==> src/hw/rtl/eprh_pkg.sv <==
// shared types and constants of the ecg peak and heart rate block
package eprh_pkg;

   localparam int unsigned SAMPLE_W   = 16;
   localparam int unsigned THR_W      = 18;
   localparam int unsigned RATE_W     = 13;
   localparam int unsigned SR_W       = 10;
   localparam int unsigned REFR_W     = 10;
   localparam int unsigned PER_W      = 14;
   localparam int unsigned CSR_IDX_W  = 2;
   localparam int unsigned CSR_DATA_W = 16;
   localparam int unsigned MUL_W      = 17;
   localparam int unsigned RATE_NUM_W = 20;
   localparam int unsigned RATE_SCALE = 960;
   localparam int unsigned RATE_MAX   = 8191;

   localparam logic [SR_W-1:0]   SR_RESET   = 10'd250;
   localparam logic [REFR_W-1:0] REFR_RESET = 10'd50;
   localparam logic [PER_W-1:0]  PER_RESET  = 14'd2500;
   localparam logic [THR_W-1:0]  THR_RESET  = 18'd0;

   typedef enum logic [CSR_IDX_W-1:0] {
      CSR_SAMPLING_RATE     = 2'd0,
      CSR_REFRACTORY        = 2'd1,
      CSR_RECALC_PERIOD     = 2'd2,
      CSR_INITIAL_THRESHOLD = 2'd3
   } eprh_csr_idx_type;

   typedef enum logic [3:0] {
      ST_IDLE,
      ST_RDP,
      ST_RDH,
      ST_UPD,
      ST_SQX,
      ST_QAD,
      ST_DIV,
      ST_DIVW,
      ST_SSH,
      ST_SSM,
      ST_SSL,
      ST_SSE,
      ST_VAR,
      ST_SQS,
      ST_SQW,
      ST_FIN
   } eprh_state_type;

   typedef enum logic [2:0] {
      MUL_OLD,
      MUL_X,
      MUL_HH,
      MUL_HL,
      MUL_LL
   } eprh_mul_sel_type;

   typedef struct packed {
      logic             take_in;
      logic             rd_prev;
      logic             rd_head;
      logic             cap_prev;
      logic             update;
      logic             q_sub;
      logic             q_add;
      logic             mul_en;
      eprh_mul_sel_type mul_sel;
      logic             rate_start;
      logic             rate_load;
      logic             acc_hh;
      logic             acc_hl;
      logic             acc_ll;
      logic             var_load;
      logic             sqrt_start;
      logic             thr_load;
      logic             out_load;
   } eprh_cmd_type;

   typedef struct packed {
      logic rate_due;
      logic recalc_due;
      logic div_done;
      logic sqrt_done;
   } eprh_status_type;

endpackage

==> src/hw/rtl/eprh_controller.sv <==
// sequencing state machine and result valid flag
module eprh_controller (
   input  logic                      clock,
   input  logic                      reset,
   input  logic                      req_valid,
   output logic                      req_ready,
   output logic                      rsp_valid,
   input  logic                      rsp_ready,
   input  eprh_pkg::eprh_status_type status,
   output eprh_pkg::eprh_cmd_type    cmd
);
   import eprh_pkg::*;

   eprh_state_type state_ff;
   eprh_state_type state_in;
   logic           rsp_valid_ff;

   always_ff @(posedge clock) begin
      if (reset) begin
         state_ff     <= ST_IDLE;
         rsp_valid_ff <= 1'b0;
      end else begin
         state_ff <= state_in;
         if (cmd.out_load) begin
            rsp_valid_ff <= 1'b1;
         end else if (rsp_ready) begin
            rsp_valid_ff <= 1'b0;
         end
      end
   end

   always_comb begin
      state_in  = state_ff;
      cmd       = '0;
      req_ready = 1'b0;
      case (state_ff)
         ST_IDLE: begin
            req_ready = 1'b1;
            if (req_valid) begin
               cmd.take_in = 1'b1;
               state_in    = ST_RDP;
            end
         end
         ST_RDP: begin
            cmd.rd_prev = 1'b1;
            state_in    = ST_RDH;
         end
         ST_RDH: begin
            cmd.rd_head  = 1'b1;
            cmd.cap_prev = 1'b1;
            state_in     = ST_UPD;
         end
         ST_UPD: begin
            cmd.update  = 1'b1;
            cmd.mul_en  = 1'b1;
            cmd.mul_sel = MUL_OLD;
            state_in    = ST_SQX;
         end
         ST_SQX: begin
            cmd.q_sub   = 1'b1;
            cmd.mul_en  = 1'b1;
            cmd.mul_sel = MUL_X;
            state_in    = ST_QAD;
         end
         ST_QAD: begin
            cmd.q_add = 1'b1;
            if (status.rate_due) begin
               state_in = ST_DIV;
            end else if (status.recalc_due) begin
               state_in = ST_SSH;
            end else begin
               state_in = ST_FIN;
            end
         end
         ST_DIV: begin
            cmd.rate_start = 1'b1;
            state_in       = ST_DIVW;
         end
         ST_DIVW: begin
            if (status.div_done) begin
               cmd.rate_load = 1'b1;
               state_in      = status.recalc_due ? ST_SSH : ST_FIN;
            end
         end
         ST_SSH: begin
            cmd.mul_en  = 1'b1;
            cmd.mul_sel = MUL_HH;
            state_in    = ST_SSM;
         end
         ST_SSM: begin
            cmd.acc_hh  = 1'b1;
            cmd.mul_en  = 1'b1;
            cmd.mul_sel = MUL_HL;
            state_in    = ST_SSL;
         end
         ST_SSL: begin
            cmd.acc_hl  = 1'b1;
            cmd.mul_en  = 1'b1;
            cmd.mul_sel = MUL_LL;
            state_in    = ST_SSE;
         end
         ST_SSE: begin
            cmd.acc_ll = 1'b1;
            state_in   = ST_VAR;
         end
         ST_VAR: begin
            cmd.var_load = 1'b1;
            state_in     = ST_SQS;
         end
         ST_SQS: begin
            cmd.sqrt_start = 1'b1;
            state_in       = ST_SQW;
         end
         ST_SQW: begin
            if (status.sqrt_done) begin
               cmd.thr_load = 1'b1;
               state_in     = ST_FIN;
            end
         end
         ST_FIN: begin
            if (!rsp_valid_ff || rsp_ready) begin
               cmd.out_load = 1'b1;
               state_in     = ST_IDLE;
            end
         end
         default: begin
            state_in = ST_IDLE;
         end
      endcase
   end

   assign rsp_valid = rsp_valid_ff;

   a_load_into_free: assert property (@(posedge clock) disable iff (reset)
      cmd.out_load |-> (!rsp_valid_ff || rsp_ready))
      else $error("result register loaded over an item not taken");

   a_fin_holds: assert property (@(posedge clock) disable iff (reset)
      (state_ff == ST_FIN && rsp_valid_ff && !rsp_ready) |=> (state_ff == ST_FIN))
      else $error("finished item left while output still blocked");

   a_taken_clears: assert property (@(posedge clock) disable iff (reset)
      (rsp_valid_ff && rsp_ready && !cmd.out_load) |=> !rsp_valid_ff)
      else $error("result item delivered twice");
endmodule

==> config.mk <==
export PLATFORM = sky130hd
export DESIGN_NAME = eprh_controller
export DESIGN_NICKNAME = d
export VERILOG_FILES = /design/src/hw/rtl/eprh_pkg.sv /design/src/hw/rtl/eprh_controller.sv
export SDC_FILE = /design/constraint.sdc
export NUM_CORES = 1
export LEC_CHECK = 0
export BUFFER_PORTS_ARGS = -buffer_cell sky130_fd_sc_hd__buf_2
export CAP_MARGIN = 25
export CORE_AREA = 2 2 39 41
export DETAILED_ROUTE_END_ITERATION = 10
export DIE_AREA = 0 0 41 43
export PLACE_DENSITY = 0.79
export SYNTH_ARGS = -nofsm -noshare
export SYNTH_HDL_FRONTEND = slang
export SYNTH_SLANG_ARGS = --single-unit
==> constraint.sdc <==
create_clock -name clock -period 2.8 [get_ports clock]
set_input_delay 0.28 -clock clock [delete_from_list [all_inputs] [get_ports clock]]
set_output_delay 0.28 -clock clock [all_outputs]
set_load 0.02 [all_outputs]
Yosys cells after proc, flatten, opt, wreduce, memory -nomap -nowiden

Cells that the tools add are included.

Flip-flop bits (word level): 5
Latch bits: 0
Bits in writable memories: 0
Memory bits (read-only): 0
Bits of input ports: 8
Logic and storage cells: 56
Memories kept: 0

Add/subtract/negate cells: 0
Multiply operators: 0
Div/mod/pow operators: 0
Magnitude comparators: 0
Eq/ne operators: 19
Shift operators: 0
Muxes and demuxes: 30
Bitwise gates (word level): 0
Reduce and logical (&&, ||, !) cells: 5

Operators with widths:

| kind                                           | count |
|---|---|
| case mux 4 bit (16 select lines)               | 1 |
| == test 4 bit (second input constant)          | 8 |
| two-way mux 1 bit                              | 21 |
| two-way mux 4 bit                              | 5 |
| case mux 4 bit (5 select lines)                | 1 |
| == test 4 x 3 -> 1 bit (second input constant) | 4 |
| == test 4 x 2 -> 1 bit (second input constant) | 2 |
| != test 2 bit (second input constant)          | 4 |
| == test 4 x 1 -> 1 bit (second input constant) | 1 |
| logical NOT 4 bit                              | 1 |
| AND reduction 4 bit                            | 1 |
| two-way mux 3 bit                              | 1 |
| two-way mux 2 bit                              | 1 |
| nonzero test 2 bit                             | 1 |
| logical NOT 1 bit                              | 1 |
| logical OR 1 bit                               | 1 |

Longest topological paths before layout

Depth in word-level cells: 5
Mapped depth: 5

Worst setup path before layout

OpenSTA, ideal clock, no wires.

Path type: register to output
Start: reg state_ff[3]
End: out cmd[19] (netlist bit)
Arrival time: 1.645 ns
Path slack: 0.875 ns
Cell stages (with the launch flop): 4
Path buffers: 1
Cells stage by stage: dfxtp_1 > dlymetal6s2s_1 > nor4_1 > and2_1

RTL lines:

| what                   | RTL line              | source |
|---|---|---|
| start, declared        | eprh_controller.sv:14 | `eprh_state_type state_ff;` |
| start signal, assigned | eprh_controller.sv:23 | `state_ff <= state_in;` |
| end, declared          | eprh_controller.sv:10 | `output eprh_pkg::eprh_cmd_type cmd` |

==> run_summary.xml <==
<?xml version="1.0" encoding="UTF-8"?>
<metrics>
  <group name="timing">
    <metric name="slew_headroom" unit="">0.659</metric>
    <metric name="worstMarginPinSlew" unit="ps">510</metric>
    <metric name="finalWorstPathRequiredPeriod" unit="ps">2100</metric>
    <metric name="report.final.slew_viol_count" unit="">0</metric>
    <metric name="final.period_utilization" unit="">0.748</metric>
    <metric name="clock-skew-final" unit="ps">7.25</metric>
    <metric name="tns" unit="ps">0</metric>
    <metric name="fmax" unit="MHz">477</metric>
    <metric name="setup_repair_after_global_routing_missed_its_margin" unit="">false</metric>
    <metric name="report.final.hold_viol_count" unit="">0</metric>
    <metric name="finalSetupViolations" unit="">0</metric>
  </group>
  <group name="detailed_routing">
    <metric name="viasPerCell" unit="">5.34</metric>
    <metric name="route.detailed.wl_per_inst" unit="µm">12.1</metric>
    <metric name="detailedRoute.firstPassIterationCount" unit="">4</metric>
    <metric name="routed_wl" unit="µm">1420</metric>
    <metric name="via_count" unit="">625</metric>
    <metric name="drc" unit="">0</metric>
    <metric name="detail_route.iter0.violations" unit="">19</metric>
    <metric name="ant_nets" unit="">0</metric>
  </group>
  <group name="placement">
    <metric name="post-dp-hpwl" unit="µm">1050</metric>
    <metric name="routabilityCongestion" unit="">0.950</metric>
    <metric name="place.detailed.instances" unit="">113</metric>
    <metric name="placement.io_buffers" unit="">29</metric>
  </group>
  <group name="yosys">
    <metric name="async_set_reset_flop_share_out_of_synthesis" unit="">0</metric>
    <metric name="synth_area" unit="µm²">549</metric>
    <metric name="synth.mux.area_fraction" unit="">0.0205</metric>
    <metric name="synth.net_count" unit="">82</metric>
    <metric name="synth-simple-area-share" unit="">0.437</metric>
    <metric name="synth_seq_cells" unit="">5</metric>
    <metric name="synth_warnings" unit="">0</metric>
    <metric name="synth_cell_type_count" unit="">37</metric>
    <metric name="synth_largest_area_cell" unit="">dfxtp_1</metric>
    <metric name="ys_top_cells_by_area" unit="">dfxtp_1 (18%), nor2_1 (9.6%), nor3_1 (8.2%)</metric>
    <metric name="area_fraction_in_compound_gates_after_synthesis" unit="">0.241</metric>
    <metric name="synthDominantCellAreaShare" unit="">0.182</metric>
    <metric name="ys_seq_area_frac" unit="">0.182</metric>
    <metric name="largest_family_of_logic_cells_by_synthesized_area" unit="">simple AND/OR/NAND/NOR gates</metric>
    <metric name="cells_after_synth" unit="">74</metric>
    <metric name="synth_edf_count" unit="">0</metric>
    <metric name="yosys.area_share.adder" unit="">0</metric>
    <metric name="synth_flop_cell" unit="">dfxtp_1</metric>
    <metric name="syn-mean-instance-area" unit="µm²">7.42</metric>
    <metric name="synth-xor-area-share" unit="">0</metric>
  </group>
  <group name="floorplanning">
    <metric name="site_rows" unit="">14</metric>
    <metric name="core_footprint" unit="mm²">0.00138</metric>
    <metric name="initial_core_util" unit="">0.397</metric>
    <metric name="die_area" unit="mm²">0.00176</metric>
    <metric name="boundaryPins" unit="">30</metric>
    <metric name="chip_height" unit="µm">43</metric>
    <metric name="die_w" unit="µm">41</metric>
  </group>
  <group name="global_route">
    <metric name="grt_use_total" unit="">0.169</metric>
    <metric name="first_global_vias" unit="">500</metric>
    <metric name="initial_antenna_violation_count" unit="">0</metric>
    <metric name="grt_max_degree" unit="">18</metric>
    <metric name="wire_length_of_the_first_global_routing_pass" unit="µm">2040</metric>
    <metric name="grt_overflow" unit="">0</metric>
  </group>
  <group name="worst_hold_path">
    <metric name="holdPathStages" unit="">2</metric>
    <metric name="holdCritPathClass" unit="">in -&gt; reg</metric>
    <metric name="hold_path_end" unit="">rsp_valid$_SDFFE_PP0P_</metric>
    <metric name="min-delay-start" unit="">reset</metric>
  </group>
  <group name="final_layout">
    <metric name="final_core_util" unit="">0.496</metric>
    <metric name="num_antenna_cells" unit="">0</metric>
    <metric name="layout-drive-gt1-share" unit="">0.386</metric>
    <metric name="layout_commonest_cell" unit="">buf_2</metric>
    <metric name="final_cell_mix" unit="">buf_2 (29), nor2_1 (14), nor3_1 (9)</metric>
    <metric name="syn2layout_area_growth" unit="%">25.1</metric>
    <metric name="finish.net_count" unit="">110</metric>
    <metric name="final_cells" unit="">117</metric>
    <metric name="filler_cell_count" unit="">146</metric>
  </group>
  <group name="clock_network">
    <metric name="clock_latency" unit="ps">250</metric>
    <metric name="clock_tree.root_cell" unit="">clkbuf_4</metric>
    <metric name="cts-htree-levels" unit="">1</metric>
    <metric name="cts-root-to-sink-buffers" unit="">2</metric>
    <metric name="clkTransAtPathRegs" unit="ps">50</metric>
    <metric name="post-cts-setup-buffer-count" unit="">0</metric>
    <metric name="cts.sinks" unit="">5</metric>
    <metric name="tritoncts" unit="">built</metric>
    <metric name="post_cts_hold_buffer_count" unit="">0</metric>
    <metric name="cts-buffers-inserted" unit="">3</metric>
    <metric name="cts_resized" unit="">0</metric>
  </group>
  <group name="worst_setup_path">
    <metric name="crit_fanout" unit="">13</metric>
    <metric name="worstPathRequired" unit="ps">2520</metric>
    <metric name="worst-r2r-setup-slack" unit="ps">1010</metric>
    <metric name="critPathCaptureType" unit="">primary output</metric>
    <metric name="worst_r2r_path_depth" unit="">4</metric>
    <metric name="cp-startpoint" unit="">state_ff[0]$_SDFFE_PP0P_</metric>
    <metric name="rr_endpoint" unit="">state_ff[3]$_SDFFE_PP0P_</metric>
    <metric name="worstPathArrival" unit="ps">1820</metric>
    <metric name="crit_type" unit="">reg -&gt; out</metric>
    <metric name="rr_startpoint" unit="">state_ff[3]$_SDFFE_PP0P_</metric>
    <metric name="critPathLaunchType" unit="">register</metric>
  </group>
  <group name="pwr">
    <metric name="leakage" unit="nW">0.328</metric>
    <metric name="p_total" unit="mW">0.248</metric>
    <metric name="cellPowerDensity" unit="mW/mm²">362</metric>
    <metric name="largest_voltage_drop_on_the_vdd_net" unit="µV">368</metric>
  </group>
  <group name="status">
    <metric name="outcome" unit="">completed</metric>
  </group>
  <group name="job">
    <metric name="maxCapViolations" unit="">0</metric>
  </group>
</metrics>
final cells by class:
type                       instances  area [µm²]  share of cell area
tap                               16        20.0              0.0291
clock buffer                       4        26.3              0.0383
sequential                         5         100               0.146
inverter                           3        11.3              0.0164
timing repair buffer              29         145               0.211
multi-input combinational         60         384               0.559
stage by stage:
stage               instance area [µm²]  worst slack, ps  hold slack, ps
finish                              687              704             298
CTS                                 687              706             284
global placement                    661              995             535
floorplan                           549              875             349
detailed placement                  661              989             543
global route                        687              575             294
synth_stat cells, types with 2 or more instances:
library cell,instances
nor3_1,9
o21ai_1,2
dfxtp_1,5
or2b_2,2
a21oi_1,3
inv_1,2
nor2_1,14
nand2_1,4
or2b_1,2
nand2b_1,3
nor2b_1,2
routing by layer:
metal  global-route usage  routed length [µm]
met1                0.207                 558
met2                0.247                 739
met3               0.0681                 106
met4               0.0800                  13
met5                    0                   0
report_power, final:
part	internal (mW)	total, mW	switching [mW]
Combinational	0.0291	0.0728	0.0437
Sequential	0.0751	0.0898	0.0147
Clock	0.0540	0.0858	0.0318
Total	0.158	0.248	0.0902
sequential cells by signal, indices dropped and copies added, names as in the netlist:
register   flops
rsp_valid      1
state_ff       4
worst max path at each step:
stage	end	slack, ps
floorplan	cmd[19]	880
global placement	cmd[12]	1000
finish	cmd[12]	700
detailed placement	cmd[12]	990
CTS	cmd[12]	710
global route	cmd[12]	580
worst max-delay path, cell delays in order, from the launching register on:
cell	delay [ps]
dfxtp_1	630
nand2_1	260
mux2_2	330
o22ai_1	150
buf_2	190
kinds of logic (layout without fill, tap and decap cells):
logic type      Yosys count  after routing
compound gates           15             15
flops                     5              5
mux                       1              1
buf+inv                   9             36
simple gates             44             44
Note: power is estimated with default switching activity, not from simulation.
